File: config.mk
export PLATFORM = sky130hd
export DESIGN_NAME = atpq_root
export DESIGN_NICKNAME = d
export VERILOG_FILES = /design/src/affine_to_pose_quaternion_top_defines.svh /design/src/atpq_pkg.sv /design/src/atpq_root.sv
export SDC_FILE = /design/constraint.sdc
export NUM_CORES = 2
export LEC_CHECK = 0
export ABC_CLOCK_PERIOD_IN_PS = 18500
export BUFFER_PORTS_ARGS = -buffer_cell sky130_fd_sc_hd__buf_2
export CORE_MARGIN = 4
export CORE_UTILIZATION = 55
export DETAILED_ROUTE_END_ITERATION = 8
export GPL_ROUTABILITY_DRIVEN = 0
export HOLD_SLACK_MARGIN = 0.03
export PLACE_DENSITY = 0.8
export REMOVE_ABC_BUFFERS = 1
export SLEW_MARGIN = 5
export SYNTH_ARGS = -nofsm -noshare
export SYNTH_HDL_FRONTEND = slang
export SYNTH_SLANG_ARGS = --single-unit
File: constraint.sdc
create_clock -name clock -period 18.5 [get_ports clock]
set_clock_uncertainty 0.1 [all_clocks]
set_input_delay 0.925 -clock clock [delete_from_list [all_inputs] [get_ports clock]]
set_output_delay 0.925 -clock clock [all_outputs]
set_load 0.01 [all_outputs]
File: src/affine_to_pose_quaternion_top_defines.svh
// Assertion macros for the affine-to-pose block.
`ifndef AFFINE_TO_POSE_QUATERNION_TOP_DEFINES_SVH
`define AFFINE_TO_POSE_QUATERNION_TOP_DEFINES_SVH
`ifndef SYNTHESIS
// Check that cons holds in the same cycle as ante.
`define ATPQ_ASSERT_IMPL(lbl, clk, rst, ante, cons) \
   lbl: assert property (@(posedge clk) disable iff (rst) (ante) |-> (cons)) \
      else $error("%m: check failed");
// Check that cons holds in the cycle after ante.
`define ATPQ_ASSERT_NEXT(lbl, clk, rst, ante, cons) \
   lbl: assert property (@(posedge clk) disable iff (rst) (ante) |=> (cons)) \
      else $error("%m: check failed");
`else
`define ATPQ_ASSERT_IMPL(lbl, clk, rst, ante, cons)
`define ATPQ_ASSERT_NEXT(lbl, clk, rst, ante, cons)
`endif
`endif

File: src/atpq_pkg.sv
// Types and constants shared by the affine-to-pose block.
`timescale 1ns / 1ps
package atpq_pkg;
   typedef logic signed [31:0] q16_type;

   // Input word: one 3x4 affine transform, signed Q16.16.
   typedef struct packed {
      q16_type m00; q16_type m01; q16_type m02; q16_type t0;
      q16_type m10; q16_type m11; q16_type m12; q16_type t1;
      q16_type m20; q16_type m21; q16_type m22; q16_type t2;
   } atpq_req_type;

   // Result word: validity, position and quaternion, signed Q16.16.
   typedef struct packed {
      logic    valid_res;
      q16_type pos_x;  q16_type pos_y;  q16_type pos_z;
      q16_type quat_x; q16_type quat_y; q16_type quat_z; q16_type quat_w;
   } atpq_rsp_type;

   localparam int TOL_W = 17;
   localparam logic [TOL_W-1:0] TOL_RESET = 17'd3277;

   // Divider geometry: quotient bits, denominator and numerator magnitudes.
   localparam int QUO_W = 32;
   localparam int DEN_W = 50;
   localparam int NUM_W = 115;
   localparam int DIV_BITS_PER_STAGE = 2;
   localparam int DIV_STAGES = QUO_W / DIV_BITS_PER_STAGE;
   localparam int DIV_LAT = DIV_STAGES + 2;

   // Square root geometry.
   localparam int RAD_W = 47;
   localparam int ROOT_W = 24;
   localparam int ROOT_STEPS_PER_STAGE = 4;
   localparam int ROOT_STAGES = 6;
   localparam int DIF_W = 33;
   localparam int QUAT_SHIFT = 14;

   // Position branch result, handed to the dividers.
   typedef struct packed {
      logic             ok;
      logic             neg_x;
      logic             neg_y;
      logic             neg_z;
      logic [DEN_W-1:0] den;
      logic [NUM_W-1:0] num_x;
      logic [NUM_W-1:0] num_y;
      logic [NUM_W-1:0] num_z;
   } atpq_pos_type;

   // Quaternion branch result: root and skew differences.
   typedef struct packed {
      logic                    ok;
      logic [ROOT_W-1:0]       root;
      logic signed [DIF_W-1:0] dif_x;
      logic signed [DIF_W-1:0] dif_y;
      logic signed [DIF_W-1:0] dif_z;
   } atpq_root_type;

   // One job for a divider lane.
   typedef struct packed {
      logic             vld;
      logic             ok;
      logic             neg;
      logic [NUM_W-1:0] num;
      logic [DEN_W-1:0] den;
   } atpq_div_job_type;
endpackage

File: src/atpq_root.sv
// Trace check, pipelined integer square root and quaternion skew differences.
`timescale 1ns / 1ps
module atpq_root import atpq_pkg::*; (
   input  logic          clock,
   input  logic          reset,
   input  logic          in_vld,
   input  atpq_req_type  in_data,
   output logic          out_vld,
   output atpq_root_type out_root
);
   logic                    vld_ff [ROOT_STAGES+1];
   logic                    ok_ff  [ROOT_STAGES+1];
   logic [RAD_W-1:0]        rad_ff [ROOT_STAGES+1];
   logic [RAD_W-1:0]        res_ff [ROOT_STAGES+1];
   logic signed [DIF_W-1:0] dx_ff  [ROOT_STAGES+1];
   logic signed [DIF_W-1:0] dy_ff  [ROOT_STAGES+1];
   logic signed [DIF_W-1:0] dz_ff  [ROOT_STAGES+1];
   logic signed [34:0]      s_sum;
   logic                    s_ok;

   // Advance the valid bits
   always_ff @(posedge clock) begin
      if (reset) begin
         for (int s = 0; s <= ROOT_STAGES; s++) begin
            vld_ff[s] <= 1'b0;
         end
      end else begin
         vld_ff[0] <= in_vld;
         for (int s = 1; s <= ROOT_STAGES; s++) begin
            vld_ff[s] <= vld_ff[s-1];
         end
      end
   end

   // One plus trace in Q16.16; usable only when positive
   always_comb begin
      s_sum = 35'sd65536 + 35'(in_data.m00) + 35'(in_data.m11) + 35'(in_data.m22);
      s_ok  = !s_sum[34] && (s_sum != '0);
   end

   // Stage 1: radicand S * 2^14 and skew differences
   always_ff @(posedge clock) begin
      ok_ff[0]  <= s_ok;
      rad_ff[0] <= s_ok ? {s_sum[32:0], {QUAT_SHIFT{1'b0}}} : '0;
      res_ff[0] <= '0;
      dx_ff[0]  <= 33'(in_data.m21) - 33'(in_data.m12);
      dy_ff[0]  <= 33'(in_data.m02) - 33'(in_data.m20);
      dz_ff[0]  <= 33'(in_data.m10) - 33'(in_data.m01);
   end

   // Resolve four root bits per stage, highest first
   for (genvar g = 0; g < ROOT_STAGES; g++) begin : g_root
      logic [RAD_W-1:0] rad_in;
      logic [RAD_W-1:0] res_in;

      always_comb begin
         logic [RAD_W-1:0] r;
         logic [RAD_W-1:0] q;
         logic [RAD_W-1:0] b;
         logic [RAD_W:0]   trial;
         r = rad_ff[g];
         q = res_ff[g];
         for (int j = 0; j < ROOT_STEPS_PER_STAGE; j++) begin
            b     = RAD_W'(1) << (RAD_W - 1 - 2 * (g * ROOT_STEPS_PER_STAGE + j));
            trial = {1'b0, q} + {1'b0, b};
            if ({1'b0, r} >= trial) begin
               r = r - trial[RAD_W-1:0];
               q = (q >> 1) + b;
            end else begin
               q = q >> 1;
            end
         end
         rad_in = r;
         res_in = q;
      end

      always_ff @(posedge clock) begin
         rad_ff[g+1] <= rad_in;
         res_ff[g+1] <= res_in;
         ok_ff[g+1]  <= ok_ff[g];
         dx_ff[g+1]  <= dx_ff[g];
         dy_ff[g+1]  <= dy_ff[g];
         dz_ff[g+1]  <= dz_ff[g];
      end
   end

   assign out_vld        = vld_ff[ROOT_STAGES];
   assign out_root.ok    = ok_ff[ROOT_STAGES];
   assign out_root.root  = res_ff[ROOT_STAGES][ROOT_W-1:0];
   assign out_root.dif_x = dx_ff[ROOT_STAGES];
   assign out_root.dif_y = dy_ff[ROOT_STAGES];
   assign out_root.dif_z = dz_ff[ROOT_STAGES];
endmodule
# Word level (Yosys, flattened, before mapping)
# Memories as Yosys holds them, arrays and structs flattened.
# Index checks and enable logic that the tools add are counted.
# word_totals
wordCells,178
out_inout_bits,125
mem_count,7
latchBits,0
in_bits,387
reg_bits,0
rom_bits,0
mem_bits_rw,1365
# classes
reduce_logical,3
n_eq_ne,0
order_cmp,24
mux,59
div_mod_pow,0
multipliers,0
n_bitwise,7
n_addsub,78
n_shift,0
# mem_list
memory,depth,width,rd,rd_clocked_by_memory_dff,wr,line_no,text
rad_ff,7,47,6,0,7,atpq_root.sv:13,logic [RAD_W-1:0] rad_ff [ROOT_STAGES+1];
res_ff,7,47,7,0,7,atpq_root.sv:14,logic [RAD_W-1:0] res_ff [ROOT_STAGES+1];
dx_ff,7,33,7,0,7,atpq_root.sv:15,logic signed [DIF_W-1:0] dx_ff [ROOT_STAGES+1];
dy_ff,7,33,7,0,7,atpq_root.sv:16,logic signed [DIF_W-1:0] dy_ff [ROOT_STAGES+1];
dz_ff,7,33,7,0,7,atpq_root.sv:17,logic signed [DIF_W-1:0] dz_ff [ROOT_STAGES+1];
ok_ff,7,1,7,0,7,atpq_root.sv:12,logic ok_ff [ROOT_STAGES+1];
+1 memories,n/a,n/a,n/a,n/a,n/a,n/a,
# op_table
op,n
two-way mux 47 bit,49
>= comparator 47 x 48 -> 1 bit,24
subtractor 47 bit,24
subtractor 32 x 32 -> 33 bit,3
adder 47 x 1 -> 48 bit (second input constant),1
adder 47 x 11 -> 48 bit (second input constant),1
adder 47 x 13 -> 48 bit (second input constant),1
adder 47 x 15 -> 48 bit (second input constant),1
adder 47 x 17 -> 48 bit (second input constant),1
adder 47 x 19 -> 48 bit (second input constant),1
adder 47 x 21 -> 48 bit (second input constant),1
adder 47 x 23 -> 48 bit (second input constant),1
adder 47 x 25 -> 48 bit (second input constant),1
adder 47 x 27 -> 48 bit (second input constant),1
adder 47 x 29 -> 48 bit (second input constant),1
adder 47 x 3 -> 48 bit (second input constant),1
adder 47 x 31 -> 48 bit (second input constant),1
adder 47 x 33 -> 48 bit (second input constant),1
adder 47 x 35 -> 48 bit (second input constant),1
adder 47 x 37 -> 48 bit (second input constant),1
adder 47 x 39 -> 48 bit (second input constant),1
adder 47 x 41 -> 48 bit (second input constant),1
adder 47 x 43 -> 48 bit (second input constant),1
adder 47 x 45 -> 48 bit (second input constant),1
36 further kinds,51

# Depth between registers and ports, before layout
# depth
word_depth,12
mapped_depth,71
depth_no_buf,63

# Least setup slack after synthesis
# OpenSTA, ideal clock, no wires.
# synth_path
path_type,flip-flop to flip-flop
start,memory res_ff[5][8]
end,memory res_ff[6][0]
n_path_buf,8
stages_incl_launch_ff,71
setup_time_ps,133
t_required_ps,18267
period_less_slack_ps,12822
slack_ps,5678
arrival_ps,12590
path_cell_list,dfxtp_1 > inv_1 > ha_1 > inv_1 > fa_1 > nor2b_1 > o31a_1 > o211ai_1 > a31oi_1 > o211ai_1 > nand3_1 > clkbuf_1 > buf_1 > nand2_1 > o21ai_0 > ha_1 > a21oi_1 > nor2_1 > [35 not listed] > a21oi_1 > nor2b_1 > o21ai_0 > nand2b_1 > a21oi_1 > nor2b_1 > o21ai_0 > nand2b_1 > a221oi_1 > o211ai_1 > a21oi_1 > nand2_1 > nor4_1 > o211ai_1 > a221oi_1 > nand2_1 > nor4_1 > nand4_1
# synth_lines
item,line_no
start: declaration,atpq_root.sv:14

==> results.ini <==
[finish]
drive_gt1_share_pct=12.1
nNetsFinal=6878
stdcell_area_mm2=0.0571
syn_to_final_growth_pct=13.4

[status]
run_status=complete, no violations

[clocking]
cts_inserted_buffers=96
hold_buffers=0
cts.sinks=994
tritoncts=yes
cts_setup_buffers=0
cts_buffer_depth=3
clk_pin_slew_ps=60
cts_root_buf=clkbuf_16
h-tree-depth=3
cts_resized=0
clk_latency_ps=690

[die]
initial_core_util_pct=55.7
rows=110
fp.coreArea_mm2=0.0904
die-area_mm2=0.0965
io_pins=512
fp.dieW_um=311
chipHeight_um=311

[synth]
synth_area_leaders=dfxtp_1 40%, ha_1 12%, xnor2_1 5.2%
synth_ff_type=dfxtp_1
postSynthCellCount=5541
synth_common_cells=994 x dfxtp_1, 479 x nor2_1, 475 x ha_1, 384 x a21oi_1, 379 x nand2_1
synth_area_per_cell_um2=9.09
yosys.area.top_type=dfxtp_1
yosys.cell_count.top_type=dfxtp_1
ys_types=112
syn-cell-area_mm2=0.0504
yosys_warnings=0
synth_edf_count=0
synthArstFlopShare_pct=0
ys_seq_elements=994
ys_seq_area_share_pct=39.5
synth_top_area_share_pct=39.5

[global_routing]
grt_max_degree=44
antenna_found_initial=14
grt_pass1_vias=40404
gr-total-overflow=0
track_usage_pct=24.8
grt_pass1_wl_um=200000

[critical_path]
crit_path_frequent_cell=a21oi_1
cp-start-kind=flip-flop
crit_slowest_cell=o211ai_1
critPathKind=reg2reg
slowest_delay_ps=810
crit_required_ps=18950
cp_max_fo=41
cp.arrival_ps=16070
critPathCaptureType=flip-flop

[timing]
period_needed_ps=15620
finalCritPeriodShare_pct=84.4
worst-slew-pin-transition_ps=1150
fmax_mhz=64.0
setup_violations=0
slew_headroom_pct=22.4
finalHoldViolations=0
slew_violations=0
fin_setup_tns_ps=0
grt_setup_unrepaired=no

[place]
port_buffers=415
post_dp_cell_area_mm2=0.0536
dp_hpwl_um=95900

[drt]
dr.pass1.iters=6
ant_nets=0
wl_per_cell_um=17.1
wl_um=124000
initialDrtViolationCount=2851
drc=0
vias=41331
via_per_inst=5.70

[min_path]
hp-class=reg2reg

[job]
maxCapViolations=0

routing by layer:
metal  up-vias  track usage (%)  share of wire, %
met5         -                0             0.024
met4         6             13.0               5.8
met2      1243             44.2                49
met3       339             3.21               5.0
met1     19233             29.1                41
li1      20510                -                 -
registers in the layout, summed over array words and instances, names as in the netlist:
register  count
vld_ff        7
res_ff       84
rad_ff      203
dx_ff       231
dz_ff       231
dy_ff       231
ok_ff         7
path summary, 6_finish.rpt:
path,to,slack (ps),cells past startpoint,start
worst max-delay path,res_ff[6][0],2880,64,res_ff[5][8]
worst min-delay path,dx_ff[1][8],210,0,dx_ff[0][8]
worst max register to register,res_ff[6][0],2880,64,res_ff[5][8]
worst min register to register,dx_ff[1][8],210,0,dx_ff[0][8]
cell type report:
type | count | area [µm²]
Multi-Input combinational cell | 4084 | 28700
Antenna cell | 13 | 32.5
Clock buffer | 121 | 2640
Sequential cell | 994 | 19900
Fill cell | 7137 | 33300
Clock inverter | 57 | 811
Tap cell | 1176 | 1470
Timing Repair Buffer | 432 | 2200
Inverter | 368 | 1380
metrics by stage:
step | worst slack (ps) | hold WS, ps | utilization, % | instances
final | 2880 | 211 | 63.1 | 7245
after global routing | 1480 | 219 | 63.1 | 7244
after CTS | 2980 | 211 | 63.1 | 7232
after detailed placement | 3050 | 212 | 59.3 | 7054
after global placement | 3250 | 209 | 59.3 | 7054
after floorplan | 5100 | 210 | - | 5446
cells in the final DEF, fill, tap and decap left out, types with 47 or more instances in the layout:
cell type and n:
nor3_1 145, and2_1 47, xnor2_1 301, xor2_1 161, nor2b_1 75, o31ai_1 57, dfxtp_1 994, a211oi_1 60
a31oi_1 54, nor2_1 479, or3_1 47, a21oi_1 384, and3_1 51, ha_1 475, nand4_1 52, nand2b_1 71
nor4_1 55, nand2_1 379, o21ai_0 265, buf_2 415, clkbuf_16 96, inv_1 359, nand3_1 148, o21bai_1 47
o21a_1 63, a21o_1 102
logic make-up after synthesis:
family / Yosys count / synth area share, %
multiplexers: 59 / 1.29
flip-flops: 994 / 39.5
AND/OR/NAND/NOR: 1722 / 17.1
buffers and inverters: 463 / 3.60
adder cells (fa/ha/maj): 515 / 13.4
AO/OA/AOI/OAI: 1325 / 17.1
XOR/XNOR: 463 / 8.07
worst max-delay path: cells and delay by family (launching register included):
kind,cells,cell delay (ps)
AO/OA/AOI/OAI,31,7590
adder cells (fa/ha/maj),6,1610
buffers and inverters,8,2330
flip-flops,1,360
AND/OR/NAND/NOR,19,3400
Power is left out: the tool's default activity adds up to more than one toggle a clock period on the data nets, which glitch-free logic cannot reach.
